--- src/hdl/primitive_assembly_to_list_core_defines.svh ---
// assertion macros for the primitive assembly core
// no dependencies; SYNTH removes the bodies
`ifndef PRIMITIVE_ASSEMBLY_TO_LIST_CORE_DEFINES_SVH
`define PRIMITIVE_ASSEMBLY_TO_LIST_CORE_DEFINES_SVH
`ifndef SYNTH
`define PATL_ASSERT_IMPLY(lbl, ck, rs, ante, cons) \
  lbl: assert property (@(posedge ck) disable iff (rs) (ante) |-> (cons)) \
    else $error("patl implication check failed");
`define PATL_ASSERT_NEVER(lbl, ck, rs, cond) \
  lbl: assert property (@(posedge ck) disable iff (rs) !(cond)) \
    else $error("patl forbidden condition seen");
`else
`define PATL_ASSERT_IMPLY(lbl, ck, rs, ante, cons)
`define PATL_ASSERT_NEVER(lbl, ck, rs, cond)
`endif
`endif

--- src/hdl/patl_pkg.sv ---
// types, codes and helpers for the primitive assembly core
// no dependencies
package patl_pkg;

  localparam int CFG_INDEX_BITS = 32;
  localparam int CFG_DATA_BITS  = 32;
  localparam int QUEUE_DEPTH    = 4;

  localparam logic [CFG_INDEX_BITS-1:0] CFG_TOPOLOGY     = 32'd0;
  localparam logic [CFG_INDEX_BITS-1:0] CFG_INDEX_FORMAT = 32'd1;
  localparam logic [CFG_INDEX_BITS-1:0] CFG_VERT_LIMIT   = 32'd2;

  localparam logic [2:0] TOPO_POINT_LIST = 3'd0;
  localparam logic [2:0] TOPO_LINE_LIST  = 3'd1;
  localparam logic [2:0] TOPO_LINE_STRIP = 3'd2;
  localparam logic [2:0] TOPO_TRI_LIST   = 3'd3;
  localparam logic [2:0] TOPO_TRI_STRIP  = 3'd4;
  localparam logic [2:0] TOPO_TRI_FAN    = 3'd5;

  localparam logic [1:0] FMT_DIRECT = 2'd0;
  localparam logic [1:0] FMT_16     = 2'd1;
  localparam logic [1:0] FMT_32     = 2'd2;

  localparam logic [1:0] KIND_POINTS = 2'd0;
  localparam logic [1:0] KIND_LINES  = 2'd1;
  localparam logic [1:0] KIND_TRIS   = 2'd2;

  localparam logic [1:0] ST_OK       = 2'd0;
  localparam logic [1:0] ST_RANGE    = 2'd1;
  localparam logic [1:0] ST_NO_PRIM  = 2'd2;
  localparam logic [1:0] ST_OVERFLOW = 2'd3;

  typedef struct packed {
    logic [2:0]  topology;
    logic [1:0]  index_format;
    logic [31:0] vert_limit;
  } cfg_t;

  // one queued record: a whole primitive or a status-only item
  typedef struct packed {
    logic            status_only;
    logic [1:0]      status;
    logic [1:0]      last_corner;
    logic [2:0][31:0] src;
    logic [31:0]     pid;
    logic [1:0]      kind;
    logic            last;
  } rec_t;

  typedef struct packed {
    logic full;
    logic empty;
  } q_stat_t;

  function automatic logic [1:0] kind_of(input logic [2:0] topo);
    logic [1:0] k;
    case (topo)
      TOPO_LINE_LIST, TOPO_LINE_STRIP: k = KIND_LINES;
      TOPO_TRI_LIST, TOPO_TRI_STRIP, TOPO_TRI_FAN: k = KIND_TRIS;
      default: k = KIND_POINTS;
    endcase
    return k;
  endfunction

endpackage

--- src/hdl/patl_if.sv ---
// valid/ready channels of the primitive assembly core
// no dependencies
interface patl_in_if;
  logic        valid;
  logic        ready;
  logic [31:0] index_word;
  logic        last_index;
  modport source (output valid, index_word, last_index, input ready);
  modport sink (input valid, index_word, last_index, output ready);
endinterface

interface patl_out_if;
  logic        valid;
  logic        ready;
  logic [31:0] vtx_index;
  logic [31:0] primitive_id;
  logic [1:0]  corner;
  logic [1:0]  list_kind;
  logic [1:0]  status;
  logic        last;
  modport source (output valid, vtx_index, primitive_id, corner, list_kind, status, last,
                  input ready);
  modport sink (input valid, vtx_index, primitive_id, corner, list_kind, status, last,
                output ready);
endinterface

--- src/hdl/primitive_assembly_to_list_core.sv ---
// top level of the primitive assembly core: config registers, front, queue, back
// depends on patl_pkg, patl_if, patl_front, patl_queue, patl_back and the defines header
//
// channel  dir  payload                                                    handshake
// in_ch    in   index_word[31:0], last_index                               valid/ready
// out_ch   out  vtx_index, primitive_id, corner, list_kind, status, last   valid/ready
// cfg      in   cfg_index[31:0], cfg_data[31:0]                            cfg_we
//
// an index item is taken whenever the queue is not full; each triangle gives three result items,
// each line two, each point one, at one result item per cycle from the back unless the output stalls
// so strip and fan triangles, three result items per index item, are paced by the output port
// a four-record queue lets the front keep taking items while results wait
// rst is synchronous, clears the draw state, queue and output register, and resets the config registers

`include "primitive_assembly_to_list_core_defines.svh"

module primitive_assembly_to_list_core import patl_pkg::*; #(
  parameter int INDEX_BITS = 32
) (
  input  logic                      clk,
  input  logic                      rst,
  input  logic                      cfg_we,
  input  logic [CFG_INDEX_BITS-1:0] cfg_index,
  input  logic [CFG_DATA_BITS-1:0]  cfg_data,
  patl_in_if.sink                   in_ch,
  patl_out_if.source                out_ch
);

  cfg_t    cfg;
  q_stat_t q_stat;
  logic    push;
  rec_t    push_rec;
  logic    pop;
  rec_t    head;

  always_ff @(posedge clk) begin
    if (rst) begin
      cfg.topology <= TOPO_POINT_LIST;
      cfg.index_format <= FMT_DIRECT;
      cfg.vert_limit <= 32'd1;
    end else if (cfg_we) begin
      case (cfg_index)
        CFG_TOPOLOGY: cfg.topology <= cfg_data[2:0];
        CFG_INDEX_FORMAT: cfg.index_format <= cfg_data[1:0];
        CFG_VERT_LIMIT: cfg.vert_limit <= cfg_data[31:0];
        default: ;
      endcase
    end
  end

  patl_front #(.INDEX_BITS(INDEX_BITS)) u_front (
    .clk      (clk),
    .rst      (rst),
    .cfg      (cfg),
    .in_ch    (in_ch),
    .q_stat   (q_stat),
    .push     (push),
    .push_rec (push_rec)
  );

  patl_queue #(.DEPTH(QUEUE_DEPTH)) u_queue (
    .clk      (clk),
    .rst      (rst),
    .push     (push),
    .push_rec (push_rec),
    .pop      (pop),
    .head     (head),
    .q_stat   (q_stat)
  );

  patl_back u_back (
    .clk    (clk),
    .rst    (rst),
    .cfg    (cfg),
    .head   (head),
    .q_stat (q_stat),
    .pop    (pop),
    .out_ch (out_ch)
  );

  `PATL_ASSERT_NEVER(a_no_push_when_full, clk, rst, push && q_stat.full)
  `PATL_ASSERT_NEVER(a_no_pop_when_empty, clk, rst, pop && q_stat.empty)
  `PATL_ASSERT_IMPLY(a_no_prim_is_last, clk, rst, out_ch.valid && (out_ch.status == ST_NO_PRIM), out_ch.last && (out_ch.primitive_id == 32'd0))
  `PATL_ASSERT_IMPLY(a_corner_has_pid, clk, rst, out_ch.valid && (out_ch.corner != 2'd0), out_ch.primitive_id != 32'd0)

endmodule

--- src/hdl/patl_front.sv ---
// front: accepts index items, tracks strip/fan state, builds primitive records
// depends on patl_pkg and patl_if
module patl_front import patl_pkg::*; #(
  parameter int INDEX_BITS = 32
) (
  input  logic      clk,
  input  logic      rst,
  input  cfg_t      cfg,
  patl_in_if.sink   in_ch,
  input  q_stat_t   q_stat,
  output logic      push,
  output rec_t      push_rec
);

  localparam logic [31:0] IDX_MASK = 32'((64'd1 << INDEX_BITS) - 64'd1);

  logic [31:0] older_index, older_index_next;
  logic [31:0] newer_index, newer_index_next;
  logic [31:0] fan_first_index, fan_first_index_next;
  logic [32:0] indices_seen, indices_seen_next;
  logic [31:0] primitive_counter, primitive_counter_next;
  logic [1:0]  corner_phase, corner_phase_next;

  logic        accept;
  logic [1:0]  phase;
  logic [31:0] cur;
  logic [1:0]  n;
  logic [2:0][31:0] corners;
  logic        ovf;
  logic [1:0]  kind;

  assign in_ch.ready = !q_stat.full;
  assign accept = in_ch.valid && in_ch.ready;
  assign kind = kind_of(cfg.topology);
  assign phase = corner_phase[1] ? 2'd2 : corner_phase;

  always_comb begin
    case (cfg.index_format)
      FMT_DIRECT: cur = indices_seen[31:0];
      FMT_16: cur = {16'd0, in_ch.index_word[15:0]};
      default: cur = in_ch.index_word & IDX_MASK;
    endcase
  end

  always_comb begin
    n = 2'd0;
    corners = '0;
    case (cfg.topology)
      TOPO_POINT_LIST: begin
        corners[0] = cur;
        n = 2'd1;
      end
      TOPO_LINE_LIST, TOPO_LINE_STRIP: begin
        if (phase != 2'd0) begin
          corners[0] = newer_index;
          corners[1] = cur;
          n = 2'd2;
        end
      end
      TOPO_TRI_LIST, TOPO_TRI_STRIP: begin
        if (phase == 2'd2) begin
          corners[0] = older_index;
          corners[1] = newer_index;
          corners[2] = cur;
          n = 2'd3;
        end
      end
      TOPO_TRI_FAN: begin
        if (phase == 2'd2) begin
          corners[0] = fan_first_index;
          corners[1] = newer_index;
          corners[2] = cur;
          n = 2'd3;
        end
      end
      default: n = 2'd0;
    endcase
  end

  assign ovf = indices_seen[32] || ((n != 2'd0) && (primitive_counter == '1));

  // record out
  always_comb begin
    push_rec = '0;
    push_rec.kind = kind;
    push_rec.last = in_ch.last_index;
    push = 1'b0;
    if (ovf) begin
      push_rec.status_only = 1'b1;
      push_rec.status = ST_OVERFLOW;
      push = accept;
    end else if (n != 2'd0) begin
      push_rec.last_corner = n - 2'd1;
      push_rec.src = corners;
      push_rec.pid = primitive_counter + 32'd1;
      push = accept;
    end else if (in_ch.last_index) begin
      push_rec.status_only = 1'b1;
      push_rec.status = (primitive_counter == '0) ? ST_NO_PRIM : ST_OK;
      push = accept;
    end
  end

  // draw state advance
  always_comb begin
    older_index_next = older_index;
    newer_index_next = newer_index;
    fan_first_index_next = fan_first_index;
    indices_seen_next = indices_seen;
    primitive_counter_next = primitive_counter;
    corner_phase_next = corner_phase;
    if (accept) begin
      if (in_ch.last_index) begin
        older_index_next = '0;
        newer_index_next = '0;
        fan_first_index_next = '0;
        indices_seen_next = '0;
        primitive_counter_next = '0;
        corner_phase_next = '0;
      end else if (!ovf) begin
        case (cfg.topology)
          TOPO_POINT_LIST: corner_phase_next = 2'd0;
          TOPO_LINE_LIST, TOPO_TRI_LIST:
            corner_phase_next = (n != 2'd0) ? 2'd0 : phase + 2'd1;
          TOPO_LINE_STRIP: corner_phase_next = 2'd1;
          TOPO_TRI_FAN: begin
            if (phase == 2'd0) fan_first_index_next = cur;
            corner_phase_next = (phase < 2'd2) ? phase + 2'd1 : 2'd2;
          end
          TOPO_TRI_STRIP: corner_phase_next = (phase < 2'd2) ? phase + 2'd1 : 2'd2;
          default: corner_phase_next = 2'd0;
        endcase
        older_index_next = newer_index;
        newer_index_next = cur;
        indices_seen_next = indices_seen + 33'd1;
        if (n != 2'd0) primitive_counter_next = primitive_counter + 32'd1;
      end
    end
  end

  always_ff @(posedge clk) begin
    if (rst) begin
      older_index <= '0;
      newer_index <= '0;
      fan_first_index <= '0;
      indices_seen <= '0;
      primitive_counter <= '0;
      corner_phase <= '0;
    end else begin
      older_index <= older_index_next;
      newer_index <= newer_index_next;
      fan_first_index <= fan_first_index_next;
      indices_seen <= indices_seen_next;
      primitive_counter <= primitive_counter_next;
      corner_phase <= corner_phase_next;
    end
  end

endmodule

--- src/hdl/patl_queue.sv ---
// short record queue between front and back
// depends on patl_pkg
module patl_queue import patl_pkg::*; #(
  parameter int DEPTH = 4
) (
  input  logic    clk,
  input  logic    rst,
  input  logic    push,
  input  rec_t    push_rec,
  input  logic    pop,
  output rec_t    head,
  output q_stat_t q_stat
);

  localparam int PTR_W = (DEPTH > 1) ? $clog2(DEPTH) : 1;
  localparam int CNT_W = $clog2(DEPTH + 1);
  localparam logic [PTR_W-1:0] PTR_LAST = PTR_W'(DEPTH - 1);

  rec_t             slots [DEPTH];
  logic [PTR_W-1:0] wr_ptr, wr_ptr_next;
  logic [PTR_W-1:0] rd_ptr, rd_ptr_next;
  logic [CNT_W-1:0] count, count_next;

  assign head = slots[rd_ptr];
  assign q_stat.full = (count == CNT_W'(DEPTH));
  assign q_stat.empty = (count == '0);

  always_comb begin
    wr_ptr_next = wr_ptr;
    rd_ptr_next = rd_ptr;
    count_next = count;
    if (push) wr_ptr_next = (wr_ptr == PTR_LAST) ? '0 : wr_ptr + PTR_W'(1);
    if (pop) rd_ptr_next = (rd_ptr == PTR_LAST) ? '0 : rd_ptr + PTR_W'(1);
    if (push && !pop) count_next = count + CNT_W'(1);
    else if (pop && !push) count_next = count - CNT_W'(1);
  end

  always_ff @(posedge clk) begin
    if (rst) begin
      wr_ptr <= '0;
      rd_ptr <= '0;
      count <= '0;
    end else begin
      wr_ptr <= wr_ptr_next;
      rd_ptr <= rd_ptr_next;
      count <= count_next;
    end
  end

  always_ff @(posedge clk) begin
    if (push) slots[wr_ptr] <= push_rec;
  end

endmodule

--- src/hdl/patl_back.sv ---
// back: unrolls each record into result items, one per cycle unless stalled, registered output
// depends on patl_pkg and patl_if
module patl_back import patl_pkg::*; (
  input  logic     clk,
  input  logic     rst,
  input  cfg_t     cfg,
  input  rec_t     head,
  input  q_stat_t  q_stat,
  output logic     pop,
  patl_out_if.source out_ch
);

  rec_t        hold;
  logic        hold_valid, hold_valid_next;
  logic [1:0]  corner_idx, corner_idx_next;
  logic        load;
  logic        release_rec;
  logic [31:0] src_sel;

  logic        out_valid, out_valid_next;
  logic [31:0] vtx_index, primitive_id;
  logic [1:0]  corner, list_kind, status;
  logic        last;

  assign load = hold_valid && (!out_valid || out_ch.ready);
  assign release_rec = load && (corner_idx == hold.last_corner);
  assign pop = !q_stat.empty && (!hold_valid || release_rec);
  assign src_sel = hold.src[corner_idx];

  always_comb begin
    hold_valid_next = hold_valid;
    corner_idx_next = corner_idx;
    if (pop) begin
      hold_valid_next = 1'b1;
      corner_idx_next = '0;
    end else if (release_rec) begin
      hold_valid_next = 1'b0;
    end else if (load) begin
      corner_idx_next = corner_idx + 2'd1;
    end
    out_valid_next = out_valid;
    if (load) out_valid_next = 1'b1;
    else if (out_ch.ready) out_valid_next = 1'b0;
  end

  always_ff @(posedge clk) begin
    if (rst) begin
      hold_valid <= 1'b0;
      corner_idx <= '0;
      out_valid <= 1'b0;
    end else begin
      hold_valid <= hold_valid_next;
      corner_idx <= corner_idx_next;
      out_valid <= out_valid_next;
    end
  end

  always_ff @(posedge clk) begin
    if (pop) hold <= head;
    if (load) begin
      vtx_index <= hold.status_only ? 32'd0 : src_sel;
      primitive_id <= hold.status_only ? 32'd0 : hold.pid;
      corner <= hold.status_only ? 2'd0 : corner_idx;
      list_kind <= hold.kind;
      if (hold.status_only) status <= hold.status;
      else status <= (src_sel >= cfg.vert_limit) ? ST_RANGE : ST_OK;
      last <= hold.last && (corner_idx == hold.last_corner);
    end
  end

  assign out_ch.valid = out_valid;
  assign out_ch.vtx_index = vtx_index;
  assign out_ch.primitive_id = primitive_id;
  assign out_ch.corner = corner;
  assign out_ch.list_kind = list_kind;
  assign out_ch.status = status;
  assign out_ch.last = last;

endmodule

--- src/flat_wrapper.sv ---
// flat-port wrapper written by rule: the top's interface ports become plain ports
module primitive_assembly_to_list_core_flat import patl_pkg::*;
#(
  parameter int INDEX_BITS = 32
)
  (clk, rst, cfg_we, cfg_index, cfg_data, in_ch_valid, in_ch_index_word, in_ch_last_index, in_ch_ready, out_ch_valid, out_ch_vtx_index, out_ch_primitive_id, out_ch_corner, out_ch_list_kind, out_ch_status, out_ch_last, out_ch_ready);
  patl_in_if in_ch_i ();
  patl_out_if out_ch_i ();
  input  logic clk;
  input  logic rst;
  input  logic cfg_we;
  input  logic [CFG_INDEX_BITS-1:0] cfg_index;
  input  logic [CFG_DATA_BITS-1:0] cfg_data;
  input wire logic [$bits(in_ch_i.valid)-1:0] in_ch_valid;
  input wire logic [$bits(in_ch_i.index_word)-1:0] in_ch_index_word;
  input wire logic [$bits(in_ch_i.last_index)-1:0] in_ch_last_index;
  output wire logic [$bits(in_ch_i.ready)-1:0] in_ch_ready;
  output wire logic [$bits(out_ch_i.valid)-1:0] out_ch_valid;
  output wire logic [$bits(out_ch_i.vtx_index)-1:0] out_ch_vtx_index;
  output wire logic [$bits(out_ch_i.primitive_id)-1:0] out_ch_primitive_id;
  output wire logic [$bits(out_ch_i.corner)-1:0] out_ch_corner;
  output wire logic [$bits(out_ch_i.list_kind)-1:0] out_ch_list_kind;
  output wire logic [$bits(out_ch_i.status)-1:0] out_ch_status;
  output wire logic [$bits(out_ch_i.last)-1:0] out_ch_last;
  input wire logic [$bits(out_ch_i.ready)-1:0] out_ch_ready;
  assign in_ch_i.valid = in_ch_valid;
  assign in_ch_i.index_word = in_ch_index_word;
  assign in_ch_i.last_index = in_ch_last_index;
  assign in_ch_ready = in_ch_i.ready;
  assign out_ch_valid = out_ch_i.valid;
  assign out_ch_vtx_index = out_ch_i.vtx_index;
  assign out_ch_primitive_id = out_ch_i.primitive_id;
  assign out_ch_corner = out_ch_i.corner;
  assign out_ch_list_kind = out_ch_i.list_kind;
  assign out_ch_status = out_ch_i.status;
  assign out_ch_last = out_ch_i.last;
  assign out_ch_i.ready = out_ch_ready;
  primitive_assembly_to_list_core #(.INDEX_BITS(INDEX_BITS)) u_core (.clk(clk), .rst(rst), .cfg_we(cfg_we), .cfg_index(cfg_index), .cfg_data(cfg_data), .in_ch(in_ch_i), .out_ch(out_ch_i));
endmodule
--- config.mk ---
export PLATFORM = sky130hd
export DESIGN_NAME = primitive_assembly_to_list_core_flat
export DESIGN_NICKNAME = d
export VERILOG_FILES = /design/src/hdl/patl_pkg.sv /design/src/hdl/patl_if.sv /design/src/hdl/primitive_assembly_to_list_core.sv /design/src/hdl/patl_front.sv /design/src/hdl/patl_queue.sv /design/src/hdl/patl_back.sv /design/src/flat_wrapper.sv
export VERILOG_INCLUDE_DIRS = /design/src /design/src/hdl
export SDC_FILE = /design/constraint.sdc
export NUM_CORES = 1
export LEC_CHECK = 0
export ABC_AREA = 1
export BUFFER_PORTS_ARGS = -buffer_cell sky130_fd_sc_hd__buf_2
export CORE_MARGIN = 2
export CORE_UTILIZATION = 35
export DETAILED_ROUTE_END_ITERATION = 8
export HOLD_SLACK_MARGIN = 0.08
export PLACE_DENSITY = 0.55
export SLEW_MARGIN = 10
export SYNTH_ARGS = -nofsm -noshare
export SYNTH_HDL_FRONTEND = slang
export SYNTH_SLANG_ARGS = --single-unit
--- constraint.sdc ---
create_clock -name clk -period 16.8 [get_ports clk]
set_input_delay 3.36 -clock clk [delete_from_list [all_inputs] [get_ports clk]]
set_output_delay 3.36 -clock clk [all_outputs]
set_load 0.03 [all_outputs]
---- After elaboration in Yosys (flattened, before gate mapping) ----
Memories as Yosys holds them, arrays and structs flattened. A register that Yosys moved wholly into a read port is not among the register bits.
Cells that the tools add are included.
storage, ports and cells
  register bits after elaboration ......... 282
  memory bits (writable) .................. 544
  word-level logic and storage cells ...... 147
  memories kept ........................... 1
cells by class
  $add $sub $neg .......................... 9
  order comparisons ....................... 3
  equality and inequality tests ........... 15
  muxes and demuxes ....................... 53
  bitwise logic cells ..................... 1
  reduce and logical (&&, ||, !) cells .... 44
memories
  name                  depth  width  read ports  clocked after Yosys merged registers in  wr ports  RTL line          source
  u_core.u_queue.slots  4      136    1           1                                        1         patl_queue.sv:19  rec_t slots [DEPTH];
operators by type and width
  kind                                                   count
  two-way mux 32 bit                                     12
  two-way mux 130 bit                                    2
  two-way mux 96 bit                                     2
  case mux 32 bit (2 select lines)                       2
  case mux 32 bit (4 select lines)                       1
  case mux 32 bit (3 select lines)                       1
  two-way mux 33 bit                                     2
  binary-select mux 32 bit (select 2 bit)                1
  zero test 32 bit                                       2
  two-way mux 64 bit                                     1
  adder 33 x 1 -> 33 bit (second input constant)         1
  adder 32 x 1 -> 32 bit (second input constant)         1
  equality test 32 x 1 -> 1 bit (second input constant)  1
  equality test 32 x 2 -> 1 bit (second input constant)  1
  equality test 32 bit (second input constant)           1
  >= comparator 32 bit                                   1
  two-way mux 2 bit                                      11
  nonzero test 2 bit                                     8
  two-way mux 3 bit                                      5
  case mux 2 bit (3 select lines)                        2
  two-way mux 1 bit                                      10
  AND reduction 2 bit                                    5
  OR reduction 2 bit                                     5
  equality test 3 bit (second input constant)            3
  22 further kinds                                       44

---- Depth between registers and ports, before layout ----
  depth after elaboration ................. 12
  mapped depth ............................ 17
  mapped depth without buffers ............ 16

---- Hierarchy ----
From an unflattened synthesis, not the netlist that was laid out.
second synthesis, totals
  cell total of the unflattened synthesis .. 4017
  area total of the unflattened synthesis .. 41114.4 µm²
by module, submodules not included
  module                           times used  cells each  area each (µm²)  seq. area each (µm²)
  patl_queue                       1           1374        20480.9          16515.8
  patl_front                       1           1691        10338.7          3263.1
  patl_back                        1           671         8468.1           6296.0
  primitive_assembly_to_list_core  1           281         1826.8           740.7

---- Worst setup path after synthesis ----
No wires, ideal clock.
  path kind ............................... input to register
  start point ............................. input in_ch_last_index
  end point ............................... memory u_core.u_queue.slots[0][0] (netlist bit) (enable)
  setup time .............................. 633 ps
  arrival ................................. 9748 ps
  setup slack ............................. 6419 ps
  stages on the path ...................... 6
  path buffers ............................ 2
  path through ............................ clkbuf_1 > inv_1 > clkbuf_1 > nand2_1 > o21ai_2 > nor2_1
between the ends
  cells in the longest elaborated chain, start to end .. 5
ends and longest elaborated chain
  item                                     RTL line            source
  from (decl)                              flat_wrapper.sv:16  input wire logic [$bits(in_ch_i.last_index)-1:0] in_ch_last_index;
  two-way mux 1 bit                        patl_front.sv:97    end else if (in_ch.last_index) begin
  two-way mux 1 bit                        patl_front.sv:92    end else if (n != 2'd0) begin
  two-way mux 1 bit                        patl_front.sv:88    if (ovf) begin
  two-way mux 1 bit                        patl_queue.sv:51    if (push) slots[wr_ptr] <= push_rec;
  two-way mux 1 bit (not written as such)  patl_queue.sv:51
  to (decl)                                patl_queue.sv:19
Every way passes these cells.

---- Worst setup path in the final report ----
  start point ............................. input in_ch_last_index
  end point ............................... memory u_core.u_queue.slots[3][113] (netlist bit) (enable)
Same word-level chain as after synthesis.

==> metrics.md <==
| Metric | Value |
|---|---|
| Status | finished, final reports clean |
| Critical path peak fanout | 60 |
| Final Max Slew Viols | 0 |
| DRT antenna net count | 0 |
| Critical path endpoint category | flop |
| Final worst slack | 10.52 ns |
| EDFF count, synth | 751 |
| Routed vias/inst | 5.08 |
| DP Worst Slack | 9.74 ns |
| VDD IR-drop max | 119 uV |
| Synth area leaders | edfxtp_1 (55%), dfxtp_1 (10%), nor2_1 (7.5%) |
| TritonCTS Buffers | 101 |
| Slowest CP cell | buf_4 |
| Mapped Area | 40700 um2 |
| Pin count of the biggest net entering global routing | 137 |
| Synth Net Count | 4124 |
| Register area share after synthesis | 0.658 |
| Crit. Startpoint | in_ch_last_index |
| Share of Yosys cell area claimed by the top area cell type | 0.554 |
| Layout Nets | 4216 |
| Post-DP HPWL | 68000 um |
| GRT Residual Overflow | 0 |
| Initial core utilization | 0.352 |
| Post-CTS Resized | 0 |
| Hold Buf Count CTS | 0 |
| Die Width | 345 um |
| Worst skew pair latency | 0.68 ns |
| Seq cells post-synth | 962 |
| Int Pwr | 0.00487 W |
| Sw Ratio | 0.323 |
| Maximum clock path buffer count | 3 |
| Worst Path Arrival | between 6 and 7 ns |
| Top FF cell, synth | edfxtp_1 |
| Worst setup SP type | primary input |
| Final clock skew | 0.0280 ns |
| Die footprint | roughly 120000 um2 |
| Comb power frac | 0.230 |
| Flop pwr share | 0.456 |
| Final antenna diode count | 0 |
| Final setup fails | 0 |
| Max_slew headroom | 0.172 |
| IO Pins | 175 |
| Die height | 345 um |
| Worst r2r src | u_core.cfg[34] |
| Clock period minus worst slack | 6.28 ns |
| Final hold vios | 0 |
| Clk sinks | 962 |
| Max incr delay on CP | ~0.85 ns |
| DR DRC count | 0 |
| CP Cell Sequence | buf_2 -> inv_1 -> nand2_1 -> o21ai_2 -> nor2_4 -> buf_4 -> buf_4 |
| Floorplan core area | approximately 120000 um2 |
| DR iter-0 viols | 2592 |
| Root buffer cell | clkbuf_16 |
| H-tree level count | 3 |
| First-pass GRT wire length | 168000 um |
| Num rows | about 130 |
| Final WL | 112000 um |
| Sw Pwr | ~0.0023 W |
| FFs w/ async S/R, synth | 0 |
| Top-count cell post-synth | nor2_1 |
| Pleak | 16.5 nW |
| RSZ-0062 raised after global routing | false |
| Initial DRT Pass Iterations | 5 |
| CTS tree | done |
| Antenna violations before repair | 2 |
| Clk pwr share | 0.314 |
| Max_cap viols | 0 |
| Hold Crit Start | u_core.u_back.hold[1] |
| Detailed-route via count | 28.9k |
| Synth Instances | 3980 |
| R2R Setup Slk | 11.74 ns |
| Number of global-route vias before repair | 26.8k |
| Power Density | 155 nW/um2 |
| CP dominant cell by count | buf_4 |
| Most frequent cells after synthesis | nor2_1 (808), edfxtp_1 (751), nand2_1 (635) |
| Setup TNS | 0 ns |
| Tot GR Track Use | 0.185 |
| Yosys cell types | between 40 and 50 |
| Fin crit share | 0.374 |
| Worst slew pin tran | 1.23 ns |
| IO buf count | 174 |
| Wire per inst | 19.8 um |
| Reg clk slew, reported paths | 0.06 ns |
| Ys Warns | 0 |
| Area growth syn-to-layout | 13.7% |
| Routability cong. | between 0.8 and 0.9 |
| Required @ worst endpoint | between 15 and 20 ns |
| Avg Inst Size Synth | between 10 and 15 um2 |
| Fmax | 0.159 GHz |
| Fraction of layout cells with a size suffix above 1 | 0.105 |
| # Post-CTS Setup Buffers | 0 |
| Hold Path Class | flop to flop |
| Largest area contributor in the netlist | edfxtp_1 |
| Critical path class | primary input to flop |
[registers in the layout (all words and copies together) (netlist names)]
register,count
u_core.u_queue.rd_ptr,2
u_core.u_back.out_ch.corner,2
u_core.u_queue.wr_ptr,2
u_core.u_queue.count,3
u_core.u_back.out_ch.last,1
u_core.u_front.corner_phase,2
u_core.u_front.older_index,32
u_core.u_back.out_ch.list_kind,2
u_core.u_back.out_ch.valid,1
u_core.u_front.primitive_counter,32
u_core.u_back.corner_idx,2
u_core.u_front.fan_first_index,32
u_core.u_front.indices_seen,33
u_core.u_back.out_ch.vtx_index,32
u_core.u_queue.slots,544
u_core.u_back.hold_valid,1
u_core.cfg,37
u_core.u_back.out_ch.status,2
u_core.u_front.newer_index,32
u_core.u_back.hold,136
u_core.u_back.out_ch.primitive_id,32
[cell families after synthesis]
kind of cell             Yosys count  synth area share
XOR/XNOR                          48            0.0103
AND/OR/NAND/NOR                 1595             0.155
adder cells (fa/ha/maj)           42            0.0131
AO/OA/AOI/OAI                    854             0.116
buffers and inverters            479            0.0473
flip-flops                       962             0.658
[through the flow]
step	instances	util	total power [W]	instance area, um2	hold WS (ns)
6_report	5680	0.400	0.00719	46300	0.437
2_1_floorplan	3980	-	0.00444	40700	0.400
5_1_grt	5680	0.400	0.00756	46300	0.441
4_1_cts	5680	0.400	0.00727	46300	0.445
3_5_place_dp	5493	0.371	0.00502	42900	0.419
3_3_place_gp	5493	0.371	0.00500	42900	0.408
[cell type report]
type,instances,area [um2]
Clock buffer,130,2720
Multi-Input combinational cell,2539,12100
Tap cell,1524,1910
Timing Repair Buffer,222,1250
Sequential cell,962,26800
Inverter,246,935
Fill cell,11100,69500
Clock inverter,57,629
[routing by layer]
metal	share of wire	vias to the layer above	track usage
li1	-	13800	-
met5	0.000062	-	0
met1	0.47	14000	0.274
met3	0.068	125	0.0289
met4	0.018	2	0.0470
met2	0.44	890	0.284
[cells in the final DEF (no fill, tap or decap), drive strengths merged, types with 2 or more instances in the layout]
cell type and count:
o21bai 4, a21o 2, a22oi 16, a21boi 16, clkbuf 130, nor2 810, or2 4, nand4 27
ha 41, nor3 22, a221oi 31, xnor2 13, nor4 9, a21oi 235, o22ai 136, bufinv 12
edfxtp 751, clkinvlp 6, clkinv 36, inv 249, buf 222, nand2 652, dfxtp 211, nand3 68
nand3b 2, o21ai 411, xor2 35
[path summary, 6_finish.rpt]
| kind | endpoint | cells past startpoint |
|---|---|---|
| worst min register to register | u_core.u_back.out_ch.list_kind[0] | 0 |
| worst max-delay path | u_core.u_queue.slots[3][113] | 7 |
| worst min-delay path | u_core.u_back.out_ch.list_kind[0] | 0 |
| worst max register to register | u_core.u_queue.slots[3][113] | 11 |
[power by group through the flow]
stage / clock network (W) / registers, W / logic, W
after global placement: 0 / 0.00333 / 0.00167
after detailed placement: 0 / 0.00333 / 0.00168
final: 0.00226 / 0.00328 / 0.00166
after CTS: 0.00230 / 0.00328 / 0.00169
after floorplan: 0 / 0.00347 / 0.000969
after global routing: 0.00239 / 0.00332 / 0.00185
[critical path: cells and delay by family]
family	cells	cell delay [ns]
buffers and inverters	4	2.14
and+or+nand+nor	2	0.73
AOI/OAI and AO/OA	1	0.20
(Power assumes the default switching activity.)
